<file path="src/rtl/core/sldf_pkg.sv">
// Shared types and constants for the sync/length/checksum frame deframer.
`default_nettype none
package sldf_pkg;

  localparam int BYTE_W = 8;
  localparam int LEN_W  = 6;
  localparam int CFG_IDX_W = 1;

  // Configuration register indexes.
  localparam logic [CFG_IDX_W-1:0] CFG_SYNC_FIRST  = 1'b0;
  localparam logic [CFG_IDX_W-1:0] CFG_SYNC_SECOND = 1'b1;

  localparam logic [BYTE_W-1:0] SYNC_FIRST_RST  = 8'hAA;
  localparam logic [BYTE_W-1:0] SYNC_SECOND_RST = 8'h55;

  typedef enum logic [1:0] {
    PH_HUNT_FIRST  = 2'd0,
    PH_HUNT_SECOND = 2'd1,
    PH_LENGTH      = 2'd2,
    PH_BODY        = 2'd3
  } sldf_phase_t;

  typedef enum logic [1:0] {
    RP_IDLE = 2'd0,
    RP_READ = 2'd1,
    RP_HOLD = 2'd2
  } sldf_replay_t;

  // Parser to replay unit: body store write and replay start.
  typedef struct packed {
    logic              wr_en;
    logic [LEN_W-1:0]  wr_pos;
    logic [BYTE_W-1:0] wr_data;
    logic              start;
    logic [LEN_W-1:0]  len;
  } sldf_req_t;

endpackage
`default_nettype wire

</file>
<file path="src/rtl/core/sldf_parser.sv">
// Byte parser: sync hunt, length check, body sum and checksum compare.
`default_nettype none
module sldf_parser #(
  parameter int MAX_BODY_LEN = 60
) (
  input  wire logic                           clk,
  input  wire logic                           rst_n,
  input  wire logic                           cfg_we,
  input  wire logic [sldf_pkg::CFG_IDX_W-1:0] cfg_index,
  input  wire logic [sldf_pkg::BYTE_W-1:0]    cfg_wdata,
  input  wire logic                           byte_valid,
  input  wire logic [sldf_pkg::BYTE_W-1:0]    byte_data,
  output sldf_pkg::sldf_req_t                 req
);
  import sldf_pkg::*;

  localparam logic [BYTE_W-1:0] MAX_LEN = BYTE_W'(MAX_BODY_LEN);

  sldf_phase_t       phase_r, phase_nxt;
  logic [BYTE_W-1:0] sync_first_r, sync_second_r;
  logic [LEN_W-1:0]  declared_len_r, declared_len_nxt;
  logic [LEN_W-1:0]  recv_cnt_r, recv_cnt_nxt;
  logic [BYTE_W-1:0] sum_r, sum_nxt;
  logic              body_more;

  assign body_more = recv_cnt_r < declared_len_r;

  always_ff @(posedge clk) begin
    if (!rst_n) begin
      sync_first_r  <= SYNC_FIRST_RST;
      sync_second_r <= SYNC_SECOND_RST;
    end else if (cfg_we) begin
      case (cfg_index)
        CFG_SYNC_FIRST:  sync_first_r  <= cfg_wdata;
        CFG_SYNC_SECOND: sync_second_r <= cfg_wdata;
        default: ;
      endcase
    end
  end

  always_comb begin
    phase_nxt        = phase_r;
    declared_len_nxt = declared_len_r;
    recv_cnt_nxt     = recv_cnt_r;
    sum_nxt          = sum_r;
    if (byte_valid) begin
      case (phase_r)
        PH_HUNT_FIRST: begin
          if (byte_data == sync_first_r) phase_nxt = PH_HUNT_SECOND;
        end
        PH_HUNT_SECOND: begin
          // The second sync byte wins when both registers hold the same value.
          if (byte_data == sync_second_r)     phase_nxt = PH_LENGTH;
          else if (byte_data == sync_first_r) phase_nxt = PH_HUNT_SECOND;
          else                                phase_nxt = PH_HUNT_FIRST;
        end
        PH_LENGTH: begin
          if (byte_data > MAX_LEN) begin
            phase_nxt = PH_HUNT_FIRST;
          end else begin
            declared_len_nxt = byte_data[LEN_W-1:0];
            recv_cnt_nxt     = '0;
            sum_nxt          = '0;
            phase_nxt        = PH_BODY;
          end
        end
        PH_BODY: begin
          if (body_more) begin
            sum_nxt      = sum_r + byte_data;
            recv_cnt_nxt = recv_cnt_r + LEN_W'(1);
          end else begin
            phase_nxt = PH_HUNT_FIRST;
          end
        end
        default: phase_nxt = PH_HUNT_FIRST;
      endcase
    end
  end

  always_comb begin
    req.wr_en   = byte_valid && (phase_r == PH_BODY) && body_more;
    req.wr_pos  = recv_cnt_r;
    req.wr_data = byte_data;
    req.start   = byte_valid && (phase_r == PH_BODY) && !body_more &&
                  (declared_len_r != '0) && (byte_data == sum_r);
    req.len     = declared_len_r;
  end

  always_ff @(posedge clk) begin
    if (!rst_n) begin
      phase_r        <= PH_HUNT_FIRST;
      declared_len_r <= '0;
      recv_cnt_r     <= '0;
      sum_r          <= '0;
    end else begin
      phase_r        <= phase_nxt;
      declared_len_r <= declared_len_nxt;
      recv_cnt_r     <= recv_cnt_nxt;
      sum_r          <= sum_nxt;
    end
  end

endmodule
`default_nettype wire

</file>
<file path="src/rtl/core/sldf_replay.sv">
// Body store memory and the replay sequencer that reads it out after a good checksum.
`default_nettype none
module sldf_replay #(
  parameter int STORE_DEPTH = 64
) (
  input  wire logic                        clk,
  input  wire logic                        rst_n,
  input  wire sldf_pkg::sldf_req_t         req,
  output logic                             busy,
  output logic                             res_valid,
  input  wire logic                        res_ready,
  output logic [sldf_pkg::BYTE_W-1:0]      res_byte,
  output logic [sldf_pkg::LEN_W-1:0]       res_index,
  output logic                             res_last
);
  import sldf_pkg::*;

  localparam int AW = (STORE_DEPTH > 1) ? $clog2(STORE_DEPTH) : 1;
  localparam logic [LEN_W:0] DEPTH_LIM = (LEN_W+1)'(STORE_DEPTH);

  logic [BYTE_W-1:0] mem [STORE_DEPTH];

  sldf_replay_t      state_r, state_nxt;
  logic [LEN_W-1:0]  idx_r, idx_nxt;
  logic [LEN_W-1:0]  len_r, len_nxt;
  logic [BYTE_W-1:0] rd_data_r;
  logic              rd_ok_r;
  logic              wr_ok, rd_ok, is_last;

  assign wr_ok   = {1'b0, req.wr_pos} < DEPTH_LIM;
  assign rd_ok   = {1'b0, idx_r} < DEPTH_LIM;
  assign is_last = (idx_r + LEN_W'(1)) == len_r;

  always_ff @(posedge clk) begin
    if (req.wr_en && wr_ok) mem[req.wr_pos[AW-1:0]] <= req.wr_data;
  end

  // Read data registers only load in the read cycle, so they hold while a result stalls.
  always_ff @(posedge clk) begin
    if (state_r == RP_READ) begin
      rd_data_r <= mem[idx_r[AW-1:0]];
      rd_ok_r   <= rd_ok;
    end
  end

  always_comb begin
    state_nxt = state_r;
    idx_nxt   = idx_r;
    len_nxt   = len_r;
    case (state_r)
      RP_IDLE: begin
        if (req.start) begin
          state_nxt = RP_READ;
          idx_nxt   = '0;
          len_nxt   = req.len;
        end
      end
      RP_READ: state_nxt = RP_HOLD;
      RP_HOLD: begin
        if (res_ready) begin
          if (is_last) begin
            state_nxt = RP_IDLE;
          end else begin
            state_nxt = RP_READ;
            idx_nxt   = idx_r + LEN_W'(1);
          end
        end
      end
      default: state_nxt = RP_IDLE;
    endcase
  end

  always_comb begin
    busy      = (state_r != RP_IDLE);
    res_valid = (state_r == RP_HOLD);
    res_byte  = rd_ok_r ? rd_data_r : '0;
    res_index = idx_r;
    res_last  = is_last;
  end

  always_ff @(posedge clk) begin
    if (!rst_n) begin
      state_r <= RP_IDLE;
      idx_r   <= '0;
      len_r   <= '0;
    end else begin
      state_r <= state_nxt;
      idx_r   <= idx_nxt;
      len_r   <= len_nxt;
    end
  end

endmodule
`default_nettype wire

</file>
<file path="src/rtl/core/sync_length_sum_frame_deframer.sv">
// Top level of the sync/length/checksum frame deframer.
// Input: one byte per cycle while no frame is being replayed; a frame of N body bytes
// takes N + 4 input requests (two sync, length, body, checksum).
// Replay: each body byte is read from the body store into a register in the read state,
// then offered in the hold state until taken; input is held off during replay.
// Reset (rst_n, synchronous, active low) returns to sync hunt and restores the sync bytes.
`default_nettype none
module sync_length_sum_frame_deframer #(
  parameter int MAX_BODY_LEN = 60,
  parameter int STORE_DEPTH  = 64
) (
  input  wire logic                           clk,
  input  wire logic                           rst_n,
  input  wire logic                           cfg_we,
  input  wire logic [sldf_pkg::CFG_IDX_W-1:0] cfg_index,
  input  wire logic [sldf_pkg::BYTE_W-1:0]    cfg_wdata,
  input  wire logic                           in_tvalid,
  output logic                                in_tready,
  input  wire logic [7:0]                     in_tdata,   // [7:0] rx_byte
  output logic                                out_tvalid,
  input  wire logic                           out_tready,
  output logic [15:0]                         out_tdata,  // [7:0] body_byte, [13:8] body_index
  output logic                                out_tlast
);
  import sldf_pkg::*;

  sldf_req_t         req;
  logic              busy;
  logic [BYTE_W-1:0] res_byte;
  logic [LEN_W-1:0]  res_index;

  assign in_tready = !busy;

  sldf_parser #(
    .MAX_BODY_LEN(MAX_BODY_LEN)
  ) u_parser (
    .clk       (clk),
    .rst_n     (rst_n),
    .cfg_we    (cfg_we),
    .cfg_index (cfg_index),
    .cfg_wdata (cfg_wdata),
    .byte_valid(in_tvalid && in_tready),
    .byte_data (in_tdata),
    .req       (req)
  );

  sldf_replay #(
    .STORE_DEPTH(STORE_DEPTH)
  ) u_replay (
    .clk      (clk),
    .rst_n    (rst_n),
    .req      (req),
    .busy     (busy),
    .res_valid(out_tvalid),
    .res_ready(out_tready),
    .res_byte (res_byte),
    .res_index(res_index),
    .res_last (out_tlast)
  );

  assign out_tdata = {2'b00, res_index, res_byte};

endmodule
`default_nettype wire

</file>
<file path="config.mk">
export PLATFORM = sky130hd
export DESIGN_NAME = sync_length_sum_frame_deframer
export DESIGN_NICKNAME = d
export VERILOG_FILES = /design/src/rtl/core/sldf_pkg.sv /design/src/rtl/core/sldf_parser.sv /design/src/rtl/core/sldf_replay.sv /design/src/rtl/core/sync_length_sum_frame_deframer.sv
export SDC_FILE = /design/constraint.sdc
export NUM_CORES = 1
export LEC_CHECK = 0
export BUFFER_PORTS_ARGS = -buffer_cell sky130_fd_sc_hd__buf_2
export CAP_MARGIN = 40
export CELL_PAD_IN_SITES_DETAIL_PLACEMENT = 0
export CELL_PAD_IN_SITES_GLOBAL_PLACEMENT = 1
export CORE_MARGIN = 2
export CORE_UTILIZATION = 45
export DETAILED_ROUTE_END_ITERATION = 6
export PLACE_DENSITY_LB_ADDON = 0.1
export SLEW_MARGIN = 20
export SYNTH_ARGS = -nofsm -noshare
export SYNTH_HDL_FRONTEND = slang
export SYNTH_SLANG_ARGS = --single-unit
export TNS_END_PERCENT = 100
</file>
<file path="constraint.sdc">
create_clock -name clk -period 3.7 [get_ports clk]
set_clock_uncertainty 0.05 [all_clocks]
set_input_delay 0.74 -clock clk [delete_from_list [all_inputs] [get_ports clk]]
set_output_delay 0.74 -clock clk [all_outputs]
set_load 0.02 [all_outputs]
</file>
Yosys cells after proc, flatten, opt, wreduce, memory -nomap -nowiden
Memories as Yosys holds them, arrays and structs flattened. A register that Yosys moved wholly into a read port is not among the register bits. Cells that the tools add are included.

Memories kept: 1. Word-level logic and storage cells: 77. Bits in writable memories: 512. Bits of input ports: 22. Register bits: 52.

Memories: u_replay.mem (words 64, width 8, read ports 1, clocked after memory_dff 1, wr ports 1, RTL line sldf_replay.sv:21) `logic [BYTE_W-1:0] mem [STORE_DEPTH];`.

$add $sub $neg: 3. Eq/ne operators: 16. Order comparisons: 2. Mux-type cells: 22. Bitwise logic cells: 2. Reduce and logical (&&, ||, !) cells: 22.

Operators with widths (count): 6-bit two-way mux (5); 8-bit equality test (3); 6-bit one-hot mux with 2 select lines (2); 8-bit two-way mux (2); 8-bit one-hot mux with 2 select lines (1); 6-bit by 1-bit adder with 6-bit output, second input constant (2); 2-bit two-way mux (6); 8-bit adder (1); 8-bit by 6-bit greater-than comparator with 1-bit output, second input constant (1); 2-bit != test, second input constant (4); 2-bit one-hot mux with 4 select lines (1); 2-bit AND reduction (4); 4-bit AND reduction (2); 2-bit equality test, second input constant (3); 6-bit equality test (1); 1-bit logical AND (6); 6-bit less-than comparator (1); 2-bit by 1-bit != test with 1-bit output, second input constant (3); 2-bit one-hot mux with 3 select lines (1); 3-bit AND reduction (2); 2-bit nonzero test (3); 6-bit nonzero test (1); 2-bit by 1-bit equality test with 1-bit output, second input constant (2); 2-bit zero test (2); 3 further kinds (8).

Logic depth before layout (Yosys ltp)
Depth in word-level cells: 9. Depth in mapped cells: 9. Mapped depth without buffers: 8.

Cells and area by module
Synthesis repeated with hierarchy kept, for this count alone.

Cell total of the unflattened synthesis: 1401. Area total of the unflattened synthesis: 23455.0 um^2.

By module, submodules not included: sldf_replay (sequential area each 15895.2 um^2, cells each 1124, area an instance 21146.5 um^2, times used 1); sldf_parser (sequential area each 760.7 um^2, cells each 272, area an instance 2279.7 um^2, times used 1); sync_length_sum_frame_deframer (sequential area each 0.0 um^2, cells each 5, area an instance 28.8 um^2, times used 1).

Worst setup path after synthesis
OpenSTA, ideal clock, no wires.

Kind: input to register. Start: input port in_tvalid. End: memory u_replay.mem[45][0] (enable). Library setup time: 0.370 ns. Required time: 3.280 ns. Cell stages on the path: 6. Setup slack: 0.806 ns. Data arrival time: 2.474 ns. Path through: nor3b_1 > nand3_1 > a211oi_1 > clkbuf_1 > nand4b_1 > nor2_1.

Longest elaborated chain between the ends: 5.

Ends and longest elaborated chain: start: declaration (RTL line sync_length_sum_frame_deframer.sv:17) `input wire logic in_tvalid,`; 1-bit logical AND (RTL line sync_length_sum_frame_deframer.sv:42) `.byte_valid(in_tvalid && in_tready),`; 1-bit logical AND (2 in a row) (RTL line sldf_parser.sv:81) `req.wr_en = byte_valid && (phase_r == PH_BODY) && body_more;`; 1-bit two-way mux (RTL line sldf_replay.sv:35) `if (req.wr_en && wr_ok) mem[req.wr_pos[AW-1:0]] <= req.wr_data;`; 1-bit two-way mux (not written as such) (RTL line sldf_replay.sv:35); end: declaration (RTL line sldf_replay.sv:21).

No other way between the ends.

Worst setup path in the final report
Start: register u_replay.idx_r[2] (netlist: u_replay.res_index[2]). End: output port out_tlast.

Longest elaborated chain between the ends: 2.

Ends and longest elaborated chain: start: declaration (RTL line sldf_replay.sv:24) `logic [LEN_W-1:0] idx_r, idx_nxt;`; start signal: assignment (RTL line sldf_replay.sv:88) `idx_r <= idx_nxt;`; 6-bit by 1-bit adder with 6-bit output (RTL line sldf_replay.sv:32) `assign is_last = (idx_r + LEN_W'(1)) == len_r;`; 6-bit equality test (RTL line sldf_replay.sv:32); end: declaration (RTL line sync_length_sum_frame_deframer.sv:23) `output logic out_tlast`.

No other way between the ends.

==> flow_metrics.py <==
metrics = {
    "run_status": {
        "run_status": "finished, final reports clean",
    },
    "sta": {
        "tightestPinTransition_ps": 715.9,
        "fin_tns_setup_ps": 0,
        "finalHoldViolCount": 0,
        "fin_crit_sh": 0.8894,
        "fmax_mhz": 303.9,
        "slew_headroom": 0.5227,
        "fin_crit_ps": 3291,
        "rsz0062_at_grt": "false",
        "hold_ws_ps": 307.7,
        "setup_viol": 0,
        "slew_violations": 0,
    },
    "synth": {
        "avgSynthCellArea_um2": 18.59,
        "yosysTopAreaCell": "edfxtp_1",
        "ys_top_cells_by_count": "edfxtp_1 (520), mux4_2 (154), nor2_1 (90)",
        "synth_cell_types": 54,
        "ys_seq_area_frac": 0.7253,
        "post-synth-top-count-cell": "edfxtp_1",
        "synth_top_area_frac": 0.6800,
        "syn_inst": 1235,
        "synth_seq_cells": 572,
        "syn_area_um2": 22960,
        "synth-edff-count": 520,
        "synthArstFlopShare": 0,
        "yosys_warnings": 0,
        "synth.area.top_cells": "edfxtp_1 (68%), mux4_2 (15%), dfxtp_1 (4.5%), nor2_1 (1.5%), nand2_1 (1.2%)",
        "ys.flop_type": "edfxtp_1",
    },
    "power_and_ir_drop": {
        "leakagePower_nw": 8.432,
        "ir_worst_vdd_v": 0.0003951,
        "power_frac_seq": 0.550,
        "powerDensity_nw_per_um2": 482.5,
        "power_switching_mw": 2.540,
        "p_int_mw": 10.29,
        "combPwrFrac": 0.017,
        "clkPwrFrac": 0.433,
        "power.share.switching": 0.1980,
    },
    "die": {
        "std_cell_rows": 82,
        "pin_count": 41,
        "core_um2": 50270,
        "die_h_um": 229.9,
        "dieArea_um2": 52860,
        "die_width_um": 229.9,
        "initial_utilization": 0.4568,
    },
    "clocking": {
        "clockBufferDepth": 3,
        "cts-root-buf": "clkbuf_16",
        "cts_hold_buf": 0,
        "tritoncts": "yes",
        "htree_levels": 2,
        "clkSinkCount": 572,
        "clk_pin_slew_ps": 60,
        "cts_buffers": 58,
        "worstSkewPairLatency_ps": 610,
    },
    "worst_setup_path": {
        "end_kind": "output port",
        "r2r_slack_ps": 690,
        "startpoint_type": "register",
        "required_ps": 2910,
        "crit_fanout": 27,
        "cp.arrival_ps": 2500,
        "crit_type": "reg2out",
    },
    "cells_and_area": {
        "drive_gt1_frac": 0.2810,
        "multi_input_area_um2": 5918,
        "final_nets": 1425,
        "final_core_utilization": 0.5289,
        "seq_area_um2": 16670,
        "num_antenna_cells": 0,
        "area_growth_pct": 15.78,
        "nFillCells": 4060,
    },
    "detailed_routing": {
        "wirelength_um": 55840,
        "via_per_inst": 5.655,
        "drtPass1Iterations": 5,
        "drc": 0,
        "drt_iter0_drc": 878,
        "num_vias": 11909,
        "ant_nets": 0,
        "routedWlPerCell_um": 26.51,
    },
    "placed_design": {
        "dp.final_hpwl_um": 34620,
        "gp_congestion": 0.8179,
        "portBuffers": 38,
    },
    "run": {
        "maxCapViolations": 0,
    },
    "global_route": {
        "grt_pass1_wl_um": 81560,
        "grt_antenna_before_repair": 2,
        "overflow": 0,
        "grt_max_degree": 69,
        "grt_pass1_vias": 12178,
        "grt_usage": 0.2129,
    },
    "worst_hold_path": {
        "hp-class": "in2reg",
    },
}
==> path summary, 6_finish.rpt <==
kind                        startpoint                         to  depth (start not counted)
min reg2reg  u_parser.sync_second_r[5]  u_parser.sync_second_r[5]                          2
min                       cfg_wdata[3]   u_parser.sync_first_r[3]                          3
max reg2reg      u_replay.res_index[0]      u_replay.rd_data_r[5]                          8
max              u_replay.res_index[2]                  out_tlast                          5
==> metal layers <==
layer,global-route usage,part of all wire,vias up,routed length (um)
li1,-,-,5269,-
met1,0.2989,0.45,6245,24860
met2,0.3436,0.48,309,26720
met3,0.03596,0.051,84,2855
met4,0.06573,0.025,2,1391
met5,0,0.00021,-,12
==> worst max-delay path, cell delays in order (launching register included) <==
cell and delay (ps):
dfxtp_4 640, nand3_1 210, o21ai_0 200, o31ai_1 140, nor4_1 430, buf_2 250
==> state kept, by name, summed over array words and instances, names as in the netlist <==
signal,flops
u_parser.phase_r,2
u_parser.recv_cnt_r,6
u_replay.mem,512
u_parser.sync_first_r,8
u_replay.len_r,6
u_parser.sum_r,8
u_replay.rd_data_r,8
u_parser.declared_len_r,6
u_replay.state_r,2
u_replay.res_index,6
u_parser.sync_second_r,8
==> placed cells by master, fill, tap and decap left out, types with 7 or more instances in the layout <==
master	netlist	routed
mux4_2	154	154
clkbuf_16	0	61
o21ai_0	10	10
clkinv_2	0	10
nand2_1	75	75
edfxtp_1	520	520
clkinv_1	0	10
a22oi_1	7	7
buf_2	17	38
nand3_1	37	37
clkbuf_1	31	17
nor2_1	90	90
mux2i_1	13	13
buf_4	6	111
dfxtp_1	52	48
a21oi_1	44	44
ha_1	14	14
inv_1	17	17
nor2b_1	9	8
nor3_1	14	14
xnor2_1	16	16
xor2_1	16	16
==> per-stage QoR <==
stage | cell area [um2] | cells | setup slack [ps] | total power [mW]
3_3_place_gp | 24560 | 1986 | 468.6 | 7.395
6_report | 26590 | 2106 | 409.3 | 12.83
3_5_place_dp | 24580 | 1987 | 421.7 | 7.401
5_1_grt | 26590 | 2106 | 173.7 | 13.22
4_1_cts | 26380 | 2093 | 17.06 | 12.96
2_1_floorplan | 22970 | 1236 | 805.6 | 7.248
==> cells by family after synthesis <==
group                      share of synthesized area
buffers and inverters                        0.01727
and+or+nand+nor                              0.05252
AOI/OAI and AO/OA                            0.02686
other                                      0.0001633
xor gates and xnor gates                     0.01220
adders and majority gates                   0.008500
muxes                                         0.1572
DFF                                           0.7253
==> area by class of cell <==
type,instances,share of cell area
tap,672,0.03162
multi-input combinational,578,0.2226
clock inverter,25,0.006400
clock buffer,81,0.06136
inverter,17,0.002400
sequential,572,0.6269
timing repair buffer,161,0.04875
==> power by group through the flow <==
stage	clock network [mW]	registers (mW)	logic, mW
2_1_floorplan	0	7.19	0.0568
3_3_place_gp	0	7.19	0.206
3_5_place_dp	0	7.19	0.211
4_1_cts	5.69	7.05	0.212
5_1_grt	5.93	7.05	0.243
6_report	5.56	7.05	0.221
==> repair_timing <==
action,CTS,global route
setup endpoints to repair,0,1
setup buffers,0,9
resized for setup,0,0
(Power assumes the default switching activity.)
